$ cat config.mk
export PLATFORM = sky130hd
export DESIGN_NAME = sum_checked_frame_receiver_flat
export DESIGN_NICKNAME = d
export VERILOG_FILES = /design/src/design/scfr_pkg.sv /design/src/design/scfr_req_if.sv /design/src/design/scfr_rsp_if.sv /design/src/design/scfr_csr_if.sv /design/src/design/sum_checked_frame_receiver.sv /design/src/design/scfr_csr_regs.sv /design/src/design/scfr_frame_core.sv /design/src/flat_wrapper.sv
export VERILOG_INCLUDE_DIRS = /design/src /design/src/design
export SDC_FILE = /design/constraint.sdc
export NUM_CORES = 1
export LEC_CHECK = 0
export BUFFER_PORTS_ARGS = -buffer_cell sky130_fd_sc_hd__buf_2
export CORE_MARGIN = 1.5
export CORE_UTILIZATION = 50
export DETAILED_ROUTE_END_ITERATION = 6
export PLACE_DENSITY = 0.72
export REMOVE_ABC_BUFFERS = 1
export SLEW_MARGIN = 20
export SYNTH_ARGS = -nofsm -noshare
export SYNTH_HDL_FRONTEND = slang
export SYNTH_SLANG_ARGS = --single-unit
$ cat constraint.sdc
create_clock -name clock -period 3.1 [get_ports clock]
set_input_delay 0.62 -clock clock [delete_from_list [all_inputs] [get_ports clock]]
set_output_delay 0.62 -clock clock [all_outputs]
set_load 0.01 [all_outputs]
$ cat src/design/assert_macros.svh
// assertion macros used by sum_checked_frame_receiver
`ifndef ASSERT_MACROS_SVH
`define ASSERT_MACROS_SVH

// overlapping implication on the block clock
`define SCFR_ASSERT_NOW(label, ante, cons) \
   label: assert property (@(posedge clock) disable iff (reset) (ante) |-> (cons)) \
      else $error("scfr check failed");

// non-overlapping implication on the block clock
`define SCFR_ASSERT_NEXT(label, ante, cons) \
   label: assert property (@(posedge clock) disable iff (reset) (ante) |=> (cons)) \
      else $error("scfr check failed");

`endif

$ cat src/design/scfr_pkg.sv
package scfr_pkg;

   typedef logic [1:0] csr_idx_type;

   localparam csr_idx_type CSR_HEADER_BYTE   = 2'd0;
   localparam csr_idx_type CSR_MAX_LENGTH    = 2'd1;
   localparam csr_idx_type CSR_TIMEOUT_TICKS = 2'd2;

   localparam logic [7:0] HEADER_BYTE_RESET   = 8'hFE;
   localparam logic [7:0] MAX_LENGTH_RESET    = 8'd99;
   localparam logic [7:0] TIMEOUT_TICKS_RESET = 8'd10;

   localparam logic FUNC_BYTE = 1'b0;
   localparam logic FUNC_TICK = 1'b1;

   localparam logic KIND_PAYLOAD = 1'b0;
   localparam logic KIND_STATUS  = 1'b1;

   localparam logic [1:0] ST_OK      = 2'd0;
   localparam logic [1:0] ST_BADSUM  = 2'd1;
   localparam logic [1:0] ST_TOOLONG = 2'd2;
   localparam logic [1:0] ST_TIMEOUT = 2'd3;

   localparam logic [7:0] TICK_SATURATE = 8'hFF;

   typedef enum logic [3:0] {
      PH_IDLE = 4'b0001,
      PH_LEN  = 4'b0010,
      PH_DATA = 4'b0100,
      PH_SUM  = 4'b1000
   } phase_type;

   typedef struct packed {
      logic [7:0] header_byte;
      logic [7:0] max_length;
      logic [7:0] timeout_ticks;
   } cfg_type;

   typedef struct packed {
      logic       valid;
      logic       out_kind;
      logic [7:0] payload_byte;
      logic [7:0] byte_offset;
      logic [1:0] frame_status;
      logic [7:0] frame_length;
   } result_type;

endpackage

$ cat src/design/scfr_req_if.sv
interface scfr_req_if;
   logic       valid;
   logic       ready;
   logic       func;
   logic [7:0] rx_byte;

   modport source (output valid, output func, output rx_byte, input ready);
   modport sink (input valid, input func, input rx_byte, output ready);
endinterface

$ cat src/design/scfr_rsp_if.sv
interface scfr_rsp_if;
   logic       valid;
   logic       ready;
   logic       out_kind;
   logic [7:0] payload_byte;
   logic [7:0] byte_offset;
   logic [1:0] frame_status;
   logic [7:0] frame_length;

   modport source (output valid, output out_kind, output payload_byte, output byte_offset,
                   output frame_status, output frame_length, input ready);
   modport sink (input valid, input out_kind, input payload_byte, input byte_offset,
                 input frame_status, input frame_length, output ready);
endinterface

$ cat src/design/scfr_csr_if.sv
interface scfr_csr_if;
   logic       valid;
   logic       ready;
   logic [1:0] index;
   logic [7:0] wdata;

   modport source (output valid, output index, output wdata, input ready);
   modport sink (input valid, input index, input wdata, output ready);
endinterface

$ cat src/design/sum_checked_frame_receiver.sv
// Length-prefixed frame receiver with an 8-bit additive checksum. Each item on req_if is a
// received byte (func 0) or a timer tick (func 1). The block hunts for the header byte, reads
// a length byte, passes each payload byte out with its offset, and closes the frame with one
// status item on rsp_if (ok, checksum mismatch, length too long or timeout) carrying the
// declared length. A zero length, bytes outside a frame and ticks in idle give no item.
// Oversized frames are read to their end silently and then reported as too long. One item is
// taken every clock cycle unless rsp_if stalls; an item waits in the input register, updates
// the frame state as it leaves, and its result waits in the result register. Registers on
// csr_if (0 header byte, 1 max length, 2 timeout ticks) are to be written by the user only
// while no item is in flight; the block does not enforce this. Writes to index 3 are dropped.
module sum_checked_frame_receiver (
   input  logic      clock,
   input  logic      reset,
   scfr_req_if.sink   req_if,
   scfr_rsp_if.source rsp_if,
   scfr_csr_if.sink   csr_if
);
   import scfr_pkg::*;
   `include "assert_macros.svh"

   cfg_type    cfg;
   result_type res;

   logic       s1_valid_ff;
   logic       s1_valid_in;
   logic       s1_func_ff;
   logic [7:0] s1_byte_ff;
   logic       rsp_valid_ff;
   logic       rsp_valid_in;
   result_type rsp_data_ff;

   logic       accept;
   logic       out_free;
   logic       advance;

   assign out_free      = !rsp_valid_ff || rsp_if.ready;
   assign advance       = s1_valid_ff && out_free;
   assign req_if.ready  = !s1_valid_ff || advance;
   assign accept        = req_if.valid && req_if.ready;

   scfr_csr_regs u_csr_regs (
      .clock  (clock),
      .reset  (reset),
      .csr_if (csr_if),
      .cfg    (cfg)
   );

   scfr_frame_core u_frame_core (
      .clock   (clock),
      .reset   (reset),
      .step    (advance),
      .func    (s1_func_ff),
      .rx_byte (s1_byte_ff),
      .cfg     (cfg),
      .res     (res)
   );

   always_comb begin
      s1_valid_in = s1_valid_ff;
      if (accept) begin
         s1_valid_in = 1'b1;
      end else if (advance) begin
         s1_valid_in = 1'b0;
      end
   end

   always_comb begin
      rsp_valid_in = rsp_valid_ff;
      if (advance) begin
         rsp_valid_in = res.valid;
      end else if (rsp_if.ready) begin
         rsp_valid_in = 1'b0;
      end
   end

   always_ff @(posedge clock) begin
      if (reset) begin
         s1_valid_ff  <= 1'b0;
         rsp_valid_ff <= 1'b0;
      end else begin
         s1_valid_ff  <= s1_valid_in;
         rsp_valid_ff <= rsp_valid_in;
      end
   end

   always_ff @(posedge clock) begin
      if (accept) begin
         s1_func_ff <= req_if.func;
         s1_byte_ff <= req_if.rx_byte;
      end
      if (advance && res.valid) begin
         rsp_data_ff <= res;
      end
   end

   assign rsp_if.valid        = rsp_valid_ff;
   assign rsp_if.out_kind     = rsp_data_ff.out_kind;
   assign rsp_if.payload_byte = rsp_data_ff.payload_byte;
   assign rsp_if.byte_offset  = rsp_data_ff.byte_offset;
   assign rsp_if.frame_status = rsp_data_ff.frame_status;
   assign rsp_if.frame_length = rsp_data_ff.frame_length;

   `SCFR_ASSERT_NEXT(a_item_held, s1_valid_ff && !advance, s1_valid_ff)
   `SCFR_ASSERT_NEXT(a_result_shown, advance && res.valid, rsp_valid_ff)
   `SCFR_ASSERT_NOW(a_payload_clean, rsp_valid_ff && rsp_if.out_kind == KIND_PAYLOAD, rsp_if.frame_status == ST_OK && rsp_if.frame_length == 8'd0)

endmodule

$ cat src/design/scfr_csr_regs.sv
module scfr_csr_regs (
   input  logic              clock,
   input  logic              reset,
   scfr_csr_if.sink          csr_if,
   output scfr_pkg::cfg_type cfg
);
   import scfr_pkg::*;

   cfg_type cfg_ff;
   cfg_type cfg_in;

   assign csr_if.ready = 1'b1;
   assign cfg          = cfg_ff;

   always_comb begin
      cfg_in = cfg_ff;
      if (csr_if.valid) begin
         unique case (csr_if.index)
            CSR_HEADER_BYTE:   cfg_in.header_byte   = csr_if.wdata;
            CSR_MAX_LENGTH:    cfg_in.max_length    = csr_if.wdata;
            CSR_TIMEOUT_TICKS: cfg_in.timeout_ticks = csr_if.wdata;
            default:           cfg_in = cfg_ff;
         endcase
      end
   end

   always_ff @(posedge clock) begin
      if (reset) begin
         cfg_ff.header_byte   <= HEADER_BYTE_RESET;
         cfg_ff.max_length    <= MAX_LENGTH_RESET;
         cfg_ff.timeout_ticks <= TIMEOUT_TICKS_RESET;
      end else begin
         cfg_ff <= cfg_in;
      end
   end

endmodule

$ cat src/design/scfr_frame_core.sv
module scfr_frame_core (
   input  logic                 clock,
   input  logic                 reset,
   input  logic                 step,
   input  logic                 func,
   input  logic [7:0]           rx_byte,
   input  scfr_pkg::cfg_type    cfg,
   output scfr_pkg::result_type res
);
   import scfr_pkg::*;

   phase_type  phase_ff;
   phase_type  phase_in;
   logic [7:0] exp_len_ff;
   logic [7:0] exp_len_in;
   logic [7:0] seen_ff;
   logic [7:0] seen_in;
   logic [7:0] sum_ff;
   logic [7:0] sum_in;
   logic [7:0] ticks_ff;
   logic [7:0] ticks_in;

   logic [7:0] tick_next;
   logic [7:0] seen_next;
   logic [7:0] sum_next;
   logic       too_long;

   assign tick_next = (ticks_ff == TICK_SATURATE) ? ticks_ff : ticks_ff + 8'd1;
   assign seen_next = seen_ff + 8'd1;
   assign sum_next  = sum_ff + rx_byte;
   assign too_long  = exp_len_ff > cfg.max_length;

   always_comb begin
      phase_in   = phase_ff;
      exp_len_in = exp_len_ff;
      seen_in    = seen_ff;
      sum_in     = sum_ff;
      ticks_in   = ticks_ff;
      res        = '0;
      if (step) begin
         if (func == FUNC_TICK) begin
            if (phase_ff != PH_IDLE) begin
               if (tick_next >= cfg.timeout_ticks) begin
                  phase_in         = PH_IDLE;
                  exp_len_in       = '0;
                  seen_in          = '0;
                  sum_in           = '0;
                  ticks_in         = '0;
                  res.valid        = 1'b1;
                  res.out_kind     = KIND_STATUS;
                  res.frame_status = ST_TIMEOUT;
                  res.frame_length = exp_len_ff;
               end else begin
                  ticks_in = tick_next;
               end
            end
         end else begin
            unique case (phase_ff)
               PH_IDLE: begin
                  if (rx_byte == cfg.header_byte) begin
                     phase_in   = PH_LEN;
                     exp_len_in = '0;
                     seen_in    = '0;
                     sum_in     = '0;
                     ticks_in   = '0;
                  end
               end
               PH_LEN: begin
                  if (rx_byte == 8'd0) begin
                     phase_in   = PH_IDLE;
                     exp_len_in = '0;
                     seen_in    = '0;
                     sum_in     = '0;
                     ticks_in   = '0;
                  end else begin
                     phase_in   = PH_DATA;
                     exp_len_in = rx_byte;
                     seen_in    = '0;
                     sum_in     = '0;
                  end
               end
               PH_DATA: begin
                  sum_in  = sum_next;
                  seen_in = seen_next;
                  if (seen_next >= exp_len_ff) begin
                     phase_in = PH_SUM;
                  end
                  if (!too_long) begin
                     res.valid        = 1'b1;
                     res.out_kind     = KIND_PAYLOAD;
                     res.payload_byte = rx_byte;
                     res.byte_offset  = seen_ff;
                  end
               end
               PH_SUM: begin
                  phase_in         = PH_IDLE;
                  exp_len_in       = '0;
                  seen_in          = '0;
                  sum_in           = '0;
                  ticks_in         = '0;
                  res.valid        = 1'b1;
                  res.out_kind     = KIND_STATUS;
                  res.frame_length = exp_len_ff;
                  if (too_long) begin
                     res.frame_status = ST_TOOLONG;
                  end else if (rx_byte == sum_ff) begin
                     res.frame_status = ST_OK;
                  end else begin
                     res.frame_status = ST_BADSUM;
                  end
               end
               default: begin
                  phase_in   = PH_IDLE;
                  exp_len_in = '0;
                  seen_in    = '0;
                  sum_in     = '0;
                  ticks_in   = '0;
               end
            endcase
         end
      end
   end

   always_ff @(posedge clock) begin
      if (reset) begin
         phase_ff   <= PH_IDLE;
         exp_len_ff <= '0;
         seen_ff    <= '0;
         sum_ff     <= '0;
         ticks_ff   <= '0;
      end else begin
         phase_ff   <= phase_in;
         exp_len_ff <= exp_len_in;
         seen_ff    <= seen_in;
         sum_ff     <= sum_in;
         ticks_ff   <= ticks_in;
      end
   end

endmodule
$ cat src/flat_wrapper.sv
// flat-port wrapper written by rule: the top's interface ports become plain ports
module sum_checked_frame_receiver_flat import scfr_pkg::*;
  (clock, reset, req_if_valid, req_if_func, req_if_rx_byte, req_if_ready, rsp_if_valid, rsp_if_out_kind, rsp_if_payload_byte, rsp_if_byte_offset, rsp_if_frame_status, rsp_if_frame_length, rsp_if_ready, csr_if_valid, csr_if_index, csr_if_wdata, csr_if_ready);
  scfr_req_if req_if_i ();
  scfr_rsp_if rsp_if_i ();
  scfr_csr_if csr_if_i ();
  input  logic clock;
  input  logic reset;
  input wire logic [$bits(req_if_i.valid)-1:0] req_if_valid;
  input wire logic [$bits(req_if_i.func)-1:0] req_if_func;
  input wire logic [$bits(req_if_i.rx_byte)-1:0] req_if_rx_byte;
  output wire logic [$bits(req_if_i.ready)-1:0] req_if_ready;
  output wire logic [$bits(rsp_if_i.valid)-1:0] rsp_if_valid;
  output wire logic [$bits(rsp_if_i.out_kind)-1:0] rsp_if_out_kind;
  output wire logic [$bits(rsp_if_i.payload_byte)-1:0] rsp_if_payload_byte;
  output wire logic [$bits(rsp_if_i.byte_offset)-1:0] rsp_if_byte_offset;
  output wire logic [$bits(rsp_if_i.frame_status)-1:0] rsp_if_frame_status;
  output wire logic [$bits(rsp_if_i.frame_length)-1:0] rsp_if_frame_length;
  input wire logic [$bits(rsp_if_i.ready)-1:0] rsp_if_ready;
  input wire logic [$bits(csr_if_i.valid)-1:0] csr_if_valid;
  input wire logic [$bits(csr_if_i.index)-1:0] csr_if_index;
  input wire logic [$bits(csr_if_i.wdata)-1:0] csr_if_wdata;
  output wire logic [$bits(csr_if_i.ready)-1:0] csr_if_ready;
  assign req_if_i.valid = req_if_valid;
  assign req_if_i.func = req_if_func;
  assign req_if_i.rx_byte = req_if_rx_byte;
  assign req_if_ready = req_if_i.ready;
  assign rsp_if_valid = rsp_if_i.valid;
  assign rsp_if_out_kind = rsp_if_i.out_kind;
  assign rsp_if_payload_byte = rsp_if_i.payload_byte;
  assign rsp_if_byte_offset = rsp_if_i.byte_offset;
  assign rsp_if_frame_status = rsp_if_i.frame_status;
  assign rsp_if_frame_length = rsp_if_i.frame_length;
  assign rsp_if_i.ready = rsp_if_ready;
  assign csr_if_i.valid = csr_if_valid;
  assign csr_if_i.index = csr_if_index;
  assign csr_if_i.wdata = csr_if_wdata;
  assign csr_if_ready = csr_if_i.ready;
  sum_checked_frame_receiver u_core (.clock(clock), .reset(reset), .req_if(req_if_i), .rsp_if(rsp_if_i), .csr_if(csr_if_i));
endmodule
==> results of run 1 <==
## timing repair
item / in CTS / in global routing
pin swaps: 0 / 2
endpoints found under the setup margin: 27 / 44
gates resized for setup: 1 / 11
buffers inserted: 0 / 2
## logic make-up (layout without fill, tap and decap cells)
group,count (synthesis),count (layout),share of synthesized area (%)
simple gates,196,196,19.52
mux,36,36,7.125
buf+inv,48,119,4.051
flops,98,98,45.29
other cells,1,1,0.07314
xor+xnor,19,19,3.245
compound gates,89,89,12.25
fa+ha+maj,34,34,8.443
## where the power goes
group,switching (mW),total [mW],internal (mW)
Sequential,0.0278,1.38,1.35
Clock,0.437,0.749,0.311
Combinational,0.0862,0.139,0.0531
## critical path, cell delays in order (launching register included)
cell and delay, ns:
dfxtp_1 0.35, ha_2 0.18, nand2_1 0.07, or3_4 0.39
mux2_2 0.30, ha_1 0.22, a211oi_2 0.26, o21ai_2 0.12
a211oi_2 0.29, buf_4 0.15, or2_1 0.27, o21ai_0 0.14
## registers in the layout (all words and copies together) (netlist names)
name / count
u_core.rsp_if.byte_offset: 8
u_core.u_csr_regs.cfg: 24
u_core.u_frame_core.phase_ff: 4
u_core.s1_byte_ff: 8
u_core.rsp_if.frame_status: 2
u_core.rsp_if.payload_byte: 8
u_core.u_frame_core.ticks_ff: 8
u_core.u_frame_core.sum_ff: 8
u_core.rsp_if.out_kind: 1
u_core.s1_valid_ff: 1
u_core.u_frame_core.seen_ff: 8
u_core.rsp_if.frame_length: 8
u_core.s1_func_ff: 1
u_core.u_frame_core.exp_len_ff: 8
u_core.rsp_if.valid: 1
## stage by stage
stage                     instances  setup WS, ns  power, mW
after global routing            725      -0.06153      2.355
after floorplan                 503      -0.07743      1.480
after CTS                       723      0.008264      2.286
final                           725       0.07290      2.264
after global placement          707     -0.005606      1.537
after detailed placement        707      -0.06106      1.543
## cell usage in the layout (no fill, tap or decap), types with 8 or more instances in the layout
cell type  netlist  layout
nor3_1          11      11
o211ai_1         8       8
o21ai_0         14      12
nor2_1          32      32
buf_4            1      20
and2_1          19      19
nand2_1         78      78
xor2_1          12      12
buf_2            1      52
inv_1           28      28
edfxtp_1        36      36
mux2i_1         32      32
a21oi_1         26      25
nand3_1         11      11
dfxtp_1         62      61
ha_1            33      32
clkbuf_8         0      10
## layout make-up
| type | count | area, µm² | area share, % |
|---|---|---|---|
| multi-input cells | 375 | 2631 | 45.09 |
| flip-flops and latches | 98 | 2323 | 39.82 |
| repair buffers | 73 | 430.4 | 7.376 |
| well taps | 133 | 166.4 | 2.852 |
| clock buffers | 11 | 141.4 | 2.423 |
| inverters | 30 | 112.6 | 1.930 |
| clock inverters | 5 | 30.03 | 0.5146 |
## path summary, 6_finish.rpt
check | from | to | slack [ns] | cells past startpoint
worst max-delay path | u_core.u_frame_core.ticks_ff[1]$_SDFFE_PP0P_ | u_core.rsp_if.frame_status[1]$_SDFFCE_PN0P_ | 0.07 | 11
worst min-delay path | req_if_rx_byte[5] | u_core.s1_byte_ff[5]$_DFFE_PP_ | 0.41 | 1
worst max register to register | u_core.u_frame_core.ticks_ff[1]$_SDFFE_PP0P_ | u_core.rsp_if.frame_status[1]$_SDFFCE_PN0P_ | 0.07 | 11
worst min register to register | u_core.u_csr_regs.cfg[10]$_SDFFE_PP0P_ | u_core.u_csr_regs.cfg[10]$_SDFFE_PP0P_ | 0.47 | 2
## routing by layer
layer  global-route usage (%)  part of all wire [%]  vias up
li1                         -                     -     1977
met1                    28.67                    47     1852
met2                    35.86                    48       75
met3                    5.138                   4.1       14
met4                    7.044                   1.3        0
met5                        0                     0        -
==> key figures, run 1 <==
Detailed routing
  – First DRT Iteration DRCs: 165
  – Vias: roughly 3900
  – Drt wl/cell: roughly 16 µm
  – DRT antenna net count: 0
  – DR DRC count: 0
  – Drt pass-1 iters: 4
  – Overall routed net length: around 11000 µm
  – DR vias/cell: approximately 5.4

Floorplanning
  – Die ar.: roughly 0.011 mm²
  – Starting Density: 51.98%
  – Die H: 104.3 µm
  – Rows: 36
  – I/O pin count: 54
  – Floorplan core area: between 0.009 and 0.01 mm²
  – Die W: between 100 and 150 µm

Worst setup path
  – Worst EP arrival: 3.14 ns
  – Req. time, crit path: 3.21 ns
  – Setup crit end kind: register
  – CP Class: register to register
  – Max FO, Critical Path: 9
  – Crit start category: register

Pwr
  – Leakage: 2.250 nW
  – Maximum vdd drop: between 0.2 and 0.25 mV
  – Cell area power density: between 300 and 400 mW/mm²

Final layout
  – Layout Area Growth over Synthesis: 13.81%
  – Post-Route Utilization: between 50 and 60%
  – # diodes: 0
  – Layout cells sized above 1: around a fifth
  – Net count, final: 645
  – Design area: just under 0.006 mm²
  – Fill count: about 870

CTS
  – Post-CTS Hold Fix Bufs: 0
  – Clk root buf: clkbuf_8
  – TritonCTS Buffers: 9
  – CTS tree: built
  – H-tree Lvls: 3
  – Clock transition at path regs: about 0.090 ns
  – CTS sink cnt: between 90 and 100
  – Skew-Pair Late Insertion Delay: roughly 0.38 ns
  – Clock buffer depth: 2

Logic synthesis
  – FFs w/ async S/R, synth: 0%
  – Area contributors post-synth: dfxtp_1 24%, edfxtp_1 21%, ha_1 8.1%
  – Syn Inst Count: 521
  – Most frequent cells after synthesis: 78 x nand2_1, 62 x dfxtp_1, 36 x edfxtp_1
  – Register area share after synthesis: a little under half
  – Distinct cell type count after synthesis: 62
  – Number of flops mapped to enable cells by yosys: 36
  – Synth warn: 0
  – #FFs+latches synth: about 100
  – Post-synth top flop: dfxtp_1
  – Cell with the most instances after synthesis: nand2_1
  – Synthesized cell area: ~0.0051 mm²
  – Syn avg cell area: about 10 µm²
  – Synth area leader: dfxtp_1
  – Top cell type's share of synthesized area: 24.21%

Global route
  – Total grt overflow: 0
  – Number of global-route vias before repair: 3909
  – Largest net degree at the start of global routing: 38
  – Total GRT Usage: a little over a fifth
  – First-pass GRT wire length: 18830 µm
  – Initial antenna violation count: 0

Job
  – Maxcap violations: 0

Timing
  – Total negative slack: 0 ns
  – Final hold slack: 0.4117 ns
  – Final Hold Fails: 0
  – Worst-Margin Slew: around 0.64 ns
  – Headroom to the max-slew limit: about 57%
  – Final setup viols: 0
  – Max Fclk: between 300 and 400 MHz
  – Period minus WS final: about 3.0 ns
  – Skew final: 0.01419 ns
  – Final Cycle Share: 97.65%
  – Slew Limit Fails: 0

Placed design
  – Port Buffers: 52
  – Placed Area: ~0.0056 mm²
  – Routability cong.: 0.8544
  – Dpl hpwl: between 8000 and 9000 µm

Min path
  – Worst hold path type: input pin to register

Run status
  – Outcome: complete, no violations
Power figures use the tool's default switching activity.
==> inputs of run 2 (changes only) <==
--- a/config.mk
+++ b/config.mk
@@ -12,3 +12,3 @@
 export DETAILED_ROUTE_END_ITERATION = 6
-export PLACE_DENSITY = 0.72
+export PLACE_DENSITY = 0.7
 export REMOVE_ABC_BUFFERS = 1
==> constraint.sdc (replaced) <==
create_clock -name clock -period 3.32 [get_ports clock]
set_input_delay 0.166 -clock clock [delete_from_list [all_inputs] [get_ports clock]]
set_output_delay 0.166 -clock clock [all_outputs]
set_load 0.01 [all_outputs]
==> run 2 against run 1 <==
Cell count rose by 0.14%; non-clock buffer count rose by 1; maximum frequency fell by 7.2%; worst setup slack got worse by 0.013 ns; clock power rose by 3.1%; power fell by 3.1%; sequential share of layout area fell by 0.35 points; die area did not move; combinational power barely moved; utilization rose by 0.52 points; final area rose by 0.88%; critical path type unchanged; largest cell class unchanged.
==> key figures, run 2 (synthesis results as in run 1) <==
Placed design
  – Dpl cells: approximately 700
  – Pre-CTS setup slack: roughly 0.035 ns
  – Dpl hpwl: approximately 8400 µm
  – Placed Area: around 0.0056 mm²
  – Routability cong.: about 0.85
  – Port Buffers: 52

Worst setup path
  – Crit start category: register
  – Reg2reg path depth: 12
  – Max FO, Critical Path: 14
  – Setup crit end kind: register
  – Reg2reg setup slack: about 0.06 ns
  – Req. time, crit path: between 3 and 4 ns
  – Worst R2R End: u_core.rsp_if.payload_byte[3]$_SDFFCE_PP0P_
  – CP Class: register to register
  – Worst EP arrival: ~3.4 ns
  – R2r startpoint: u_core.u_frame_core.ticks_ff[1]$_SDFFE_PP0P_

Final layout
  – Net count, final: between 600 and 700
  – Fill count: 871
  – Multi-input gate area: 0.002609 mm²
  – # diodes: 0
  – Most common cell after layout, fill and taps aside: nand2_1
  – Most frequent cells in the layout: 78 x nand2_1, 61 x dfxtp_1, 52 x buf_2
  – Layout cells sized above 1: between 15 and 20%
  – Max FFs per register: 24
  – Final cell count without fillers: roughly 730
  – Register Area: around 0.0023 mm²
  – Layout Area Growth over Synthesis: 14.81%
  – Design area: between 0.005 and 0.006 mm²
  – Post-Route Utilization: 59.68%

CTS
  – Clk root buf: clkbuf_8
  – TritonCTS Buffers: 9
  – Skew-Pair Late Insertion Delay: approximately 0.36 ns
  – Clock buffer depth: 2
  – H-tree Lvls: 3
  – CTS tree: built
  – Clock transition at path regs: ~0.09 ns
  – CTS sink cnt: 98
  – Postcts setup bufs: 0

Global route
  – Initial antenna violation count: 0
  – Largest net degree at the start of global routing: 38
  – Number of global-route vias before repair: between 3000 and 4000
  – GRT Max-Usage Layer: met2
  – First-pass GRT wire length: approximately 18000 µm
  – Met3 Use GR: roughly 4.2%
  – Total GRT Usage: roughly a fifth
  – Met1 Usage GRT: between 20% and 30%
  – Total grt overflow: 0
  – GR met2 Demand/Resource: between 30 and 40%

Detailed routing
  – Vias: 4005
  – DRT antenna net count: 0
  – DR DRC count: 0
  – Drt pass-1 iters: 4
  – Overall routed net length: roughly 11000 µm
  – DR vias/cell: ~5.5
  – First DRT Iteration DRCs: 180
  – Drt wl/cell: 15.67 µm

Pwr
  – Maximum vdd drop: roughly 0.28 mV
  – Final Power: 2.193 mW
  – Cell area power density: around 370 mW/mm²
  – Leakage: about 2.3 nW

Run status
  – Outcome: complete, no violations

Floorplanning
  – Die W: roughly 100 µm
  – Rows: 36
  – I/O pin count: between 50 and 60
  – Die H: approximately 100 µm
  – Floorplan core area: 0.009864 mm²
  – Die ar.: between 0.01 and 0.015 mm²
  – Starting Density: between 50% and 60%

Timing
  – Headroom to the max-slew limit: roughly 31%
  – Final Hold Fails: 0
  – Final hold slack: roughly 0.027 ns
  – Worst setup margin: 0.05976 ns
  – Final setup viols: 0
  – Skew final: 0.01044 ns
  – Final Cycle Share: about 100%
  – Slew Limit Fails: 0
  – Period minus WS final: roughly 3.3 ns
  – Max Fclk: 306.7 MHz
  – Worst-Margin Slew: roughly 1.0 ns
  – Total negative slack: 0 ns

Job
  – Maxcap violations: 0

Min path
  – Hold endpoint: u_core.s1_valid_ff$_SDFFE_PP0P_
  – Hold Path Origin: req_if_valid
  – Hold Path Stages: 3
  – Worst hold path type: input pin to register
==> run 2: cell count changes in the layout (fill, tap and decap cells not counted), sizes merged <==
cell and change:
clkinvlp -1, clkbuf +5, dlygate4sd3 +9, clkinv -3
buf -8, inv -1
==> run 2: critical path, cell delays in order, from the launching register on <==
cell	delay, ns
dfxtp_2	0.37
ha_1	0.18
nand2_1	0.10
or3_1	0.41
mux2_2	0.31
ha_1	0.22
a211oi_1	0.31
o21ai_1	0.16
a211oi_2	0.23
buf_4	0.15
o21ai_0	0.13
or2_4	0.30
buf_12	0.16
==> run 2: report_power, final <==
part           leakage (nW)  internal, mW  switching [mW]  total, mW
logic                  1.38        0.0555          0.0810      0.136
registers             0.777          1.26          0.0259       1.28
clock network         0.101         0.387           0.385      0.772
==> run 2: repair_timing <==
action / 4_1_cts / 5_1_grt
hold buffers: 9 / 0
endpoints found under the hold margin: 9 / 0
setup endpoints to repair: 0 / 27
gates resized for setup: 0 / 4
==> run 2: cell type report <==
class / count / area share [%]
inverter: 30 / 1.913
tap: 133 / 2.827
sequential: 98 / 39.47
clock buffer: 16 / 3.443
timing repair buffer: 74 / 8.034
multi-input combinational: 375 / 44.31
==> run 2: worst max path at each step <==
stage                                            startpoint                                     endpoint  slack (ns)  cells past startpoint
5_1_grt        u_core.u_frame_core.ticks_ff[1]$_SDFFE_PP0P_   u_core.rsp_if.byte_offset[7]$_SDFFCE_PP0P_       -0.11                     12
6_report       u_core.u_frame_core.ticks_ff[1]$_SDFFE_PP0P_  u_core.rsp_if.payload_byte[3]$_SDFFCE_PP0P_        0.06                     12
3_5_place_dp   u_core.u_frame_core.ticks_ff[1]$_SDFFE_PP0P_  u_core.rsp_if.payload_byte[7]$_SDFFCE_PP0P_        0.04                     12
4_1_cts        u_core.u_frame_core.ticks_ff[1]$_SDFFE_PP0P_  u_core.rsp_if.payload_byte[3]$_SDFFCE_PP0P_       0.005                     13
3_3_place_gp   u_core.u_frame_core.ticks_ff[1]$_SDFFE_PP0P_  u_core.rsp_if.payload_byte[3]$_SDFFCE_PP0P_        0.10                     12
2_1_floorplan  u_core.u_frame_core.ticks_ff[0]$_SDFFE_PP0P_   u_core.rsp_if.byte_offset[0]$_SDFFCE_PP0P_        0.14                     10
==> run 2: per-layer routing <==
| metal | vias to the layer above | wire [µm] | share of wire (%) |
|---|---|---|---|
| li1 | 1982 | - | - |
| met5 | - | 0 | 0 |
| met1 | 1910 | 5250 | 46 |
| met2 | 97 | 5332 | 47 |
| met4 | 0 | 202 | 1.8 |
| met3 | 16 | 587 | 5.2 |
==> inputs of run 3 (changes only) <==
Settings changed: CORE_ASPECT_RATIO from default to 1.25, SETUP_SLACK_MARGIN from default to 0.02.
==> run 3 against run 2 <==
Register-to-register slack improved by 0.12 ns; global-route usage increased by 0.93 points; combinational power about the same; cell count decreased by 1.1%; clock skew decreased by 0.00089 ns; highest routed layer unchanged; worst setup slack improved by 0.12 ns; via count decreased by 1.1%; clock-buffer cell count decreased by 2; utilization decreased by 0.77 points; sequential power about the same.
==> key figures, run 3 (synthesis results as in run 1) <==
Run status
  – Outcome: complete, no violations

Pwr
  – Flop pwr share: between 50% and 60%
  – Cell area power density: between 400 and 500 mW/mm²
  – Combinational Power Share: roughly 5.6%
  – Sw Ratio: between 20% and 30%
  – Net Sw Power: 529.8 µW
  – Leakage: 2.275 nW
  – Cell internal pwr: 1.888 mW
  – Maximum vdd drop: 0.3234 mV
  – Clk pwr share: ~41%

Placed design
  – Dpl hpwl: 8288 µm
  – Routability cong.: around 0.91
  – Port Buffers: between 50 and 60

Worst setup path
  – CP max stage delay: around 0.39 ns
  – Setup crit end kind: register
  – CP max stage cell: or3_4
  – Req. time, crit path: roughly 3.4 ns
  – Max FO, Critical Path: 27
  – CP cell instances: ha_2 -> nand2_1 -> or3_4 -> mux2_2 -> ha_1 -> a211oi_1 -> o21ai_1 -> a211oi_2 -> buf_4 -> o21ai_0 -> or2_2 -> buf_12
  – Worst EP arrival: between 3 and 4 ns
  – CP Class: register to register
  – Crit start category: register

Timing
  – Period minus WS final: 3.135 ns
  – RSZ-0062 raised after global routing: false
  – Max Fclk: between 300 and 400 MHz
  – Final setup viols: 0
  – Headroom to the max-slew limit: 32.07%
  – Skew final: approximately 0.0096 ns
  – Final Hold Fails: 0
  – Total negative slack: 0 ns
  – Worst-Margin Slew: about 1.0 ns
  – Slew Limit Fails: 0
  – Final Cycle Share: a little over nine tenths

Detailed routing
  – Drt wl/cell: 15.72 µm
  – Overall routed net length: 11290 µm
  – DR vias/cell: approximately 5.5
  – DR DRC count: 0
  – Vias: 3959
  – First DRT Iteration DRCs: approximately 240
  – Drt pass-1 iters: 4
  – DRT antenna net count: 0

Floorplanning
  – Die ar.: between 0.01 and 0.015 mm²
  – Starting Density: roughly half
  – Floorplan core area: around 0.01 mm²
  – I/O pin count: 54
  – Rows: around 40
  – Die H: 116.2 µm
  – Die W: between 90 and 100 µm

Final layout
  – # diodes: 0
  – Max FFs per register: 24
  – Layout cells sized above 1: roughly 17%
  – Post-Route Utilization: around three fifths
  – Most common cell after layout, fill and taps aside: nand2_1
  – Net count, final: approximately 640
  – Layout Area Growth over Synthesis: 15.52%
  – Most frequent cells in the layout: 78 x nand2_1, 61 x dfxtp_1, 52 x buf_2

CTS
  – CTS tree: built
  – Clk root buf: clkbuf_16
  – Skew-Pair Late Insertion Delay: about 0.35 ns
  – Postcts setup bufs: 0
  – Clock buffer depth: 2
  – TritonCTS Buffers: 9
  – H-tree Lvls: 3
  – CTS sink cnt: between 90 and 100
  – Clock transition at path regs: around 0.060 ns

Global route
  – Number of global-route vias before repair: 3784
  – Total GRT Usage: 22.06%
  – Total grt overflow: 0
  – Largest net degree at the start of global routing: 38
  – First-pass GRT wire length: approximately 18000 µm
  – Initial antenna violation count: 0

Min path
  – Worst hold path type: input pin to register

Job
  – Maxcap violations: 0
run 3: worst max-delay path: cells and delay by family (launching register included):
kind	cells	cell delay [ns]
multiplexers	1	0.30
AND/OR/NAND/NOR	3	0.81
adder cells (fa/ha/maj)	2	0.39
flip-flops	1	0.35
buffers and inverters	2	0.33
AO/OA/AOI/OAI	4	0.70
run 3: power by group through the flow:
stage	logic, mW	clock network, mW	registers (mW)
finish	0.135	0.997	1.29
global route	0.151	1.07	1.29
CTS	0.135	1.02	1.29
detailed placement	0.127	0	1.31
global placement	0.123	0	1.31
floorplan	0.0807	0	1.30
run 3: stage by stage:
| stage | power [mW] | instance area [µm²] | worst slack [ns] | hold slack [ns] | cells |
|---|---|---|---|---|---|
| after floorplan | 1.382 | 5032 | 0.1426 | 0.2351 | 503 |
| after global placement | 1.435 | 5542 | 0.2331 | 0.3425 | 694 |
| after detailed placement | 1.440 | 5542 | 0.1157 | 0.3441 | 694 |
| after CTS | 2.438 | 5909 | 0.1035 | 0.02205 | 718 |
| after global routing | 2.505 | 5923 | 0.01181 | 0.02305 | 718 |
| final | 2.418 | 5923 | 0.1847 | 0.02559 | 718 |
run 3: final cells by class:
type,instances,area [µm²]
Tap cell,129,161.4
Sequential cell,98,2323
Inverter,30,112.6
Fill cell,900,4131
Multi-Input combinational cell,375,2610
Clock buffer,14,275.3
Timing Repair Buffer,70,427.9
Clock inverter,2,12.51
run 3: final timing paths:
kind                                                     start                                          end  slack (ns)  depth (start not counted)
setup / recovery  u_core.u_frame_core.ticks_ff[1]$_SDFFE_PP0P_  u_core.rsp_if.payload_byte[0]$_SDFFCE_PP0P_        0.18                         12
hold / removal                                     req_if_func                  u_core.s1_func_ff$_DFFE_PP_        0.03                          1
setup reg to reg  u_core.u_frame_core.ticks_ff[1]$_SDFFE_PP0P_  u_core.rsp_if.payload_byte[0]$_SDFFCE_PP0P_        0.18                         12
hold reg to reg         u_core.u_csr_regs.cfg[15]$_SDFFE_PP0P_       u_core.u_csr_regs.cfg[15]$_SDFFE_PP0P_        0.45                          2
run 3: timing repair:
action / CTS / global route
endpoints found under the hold margin: 8 / 0
endpoints found under the setup margin: 0 / 36
hold buffers: 8 / 0
resized for setup: 0 / 4
run 3: metal layers:
layer | vias to the layer above | share of wire [%] | track usage [%]
met5 | - | 0 | 0
met4 | 0 | 1.9 | 8.159
met3 | 20 | 4.3 | 4.232
met2 | 87 | 51 | 38.31
met1 | 1877 | 43 | 27.23
li1 | 1975 | - | -
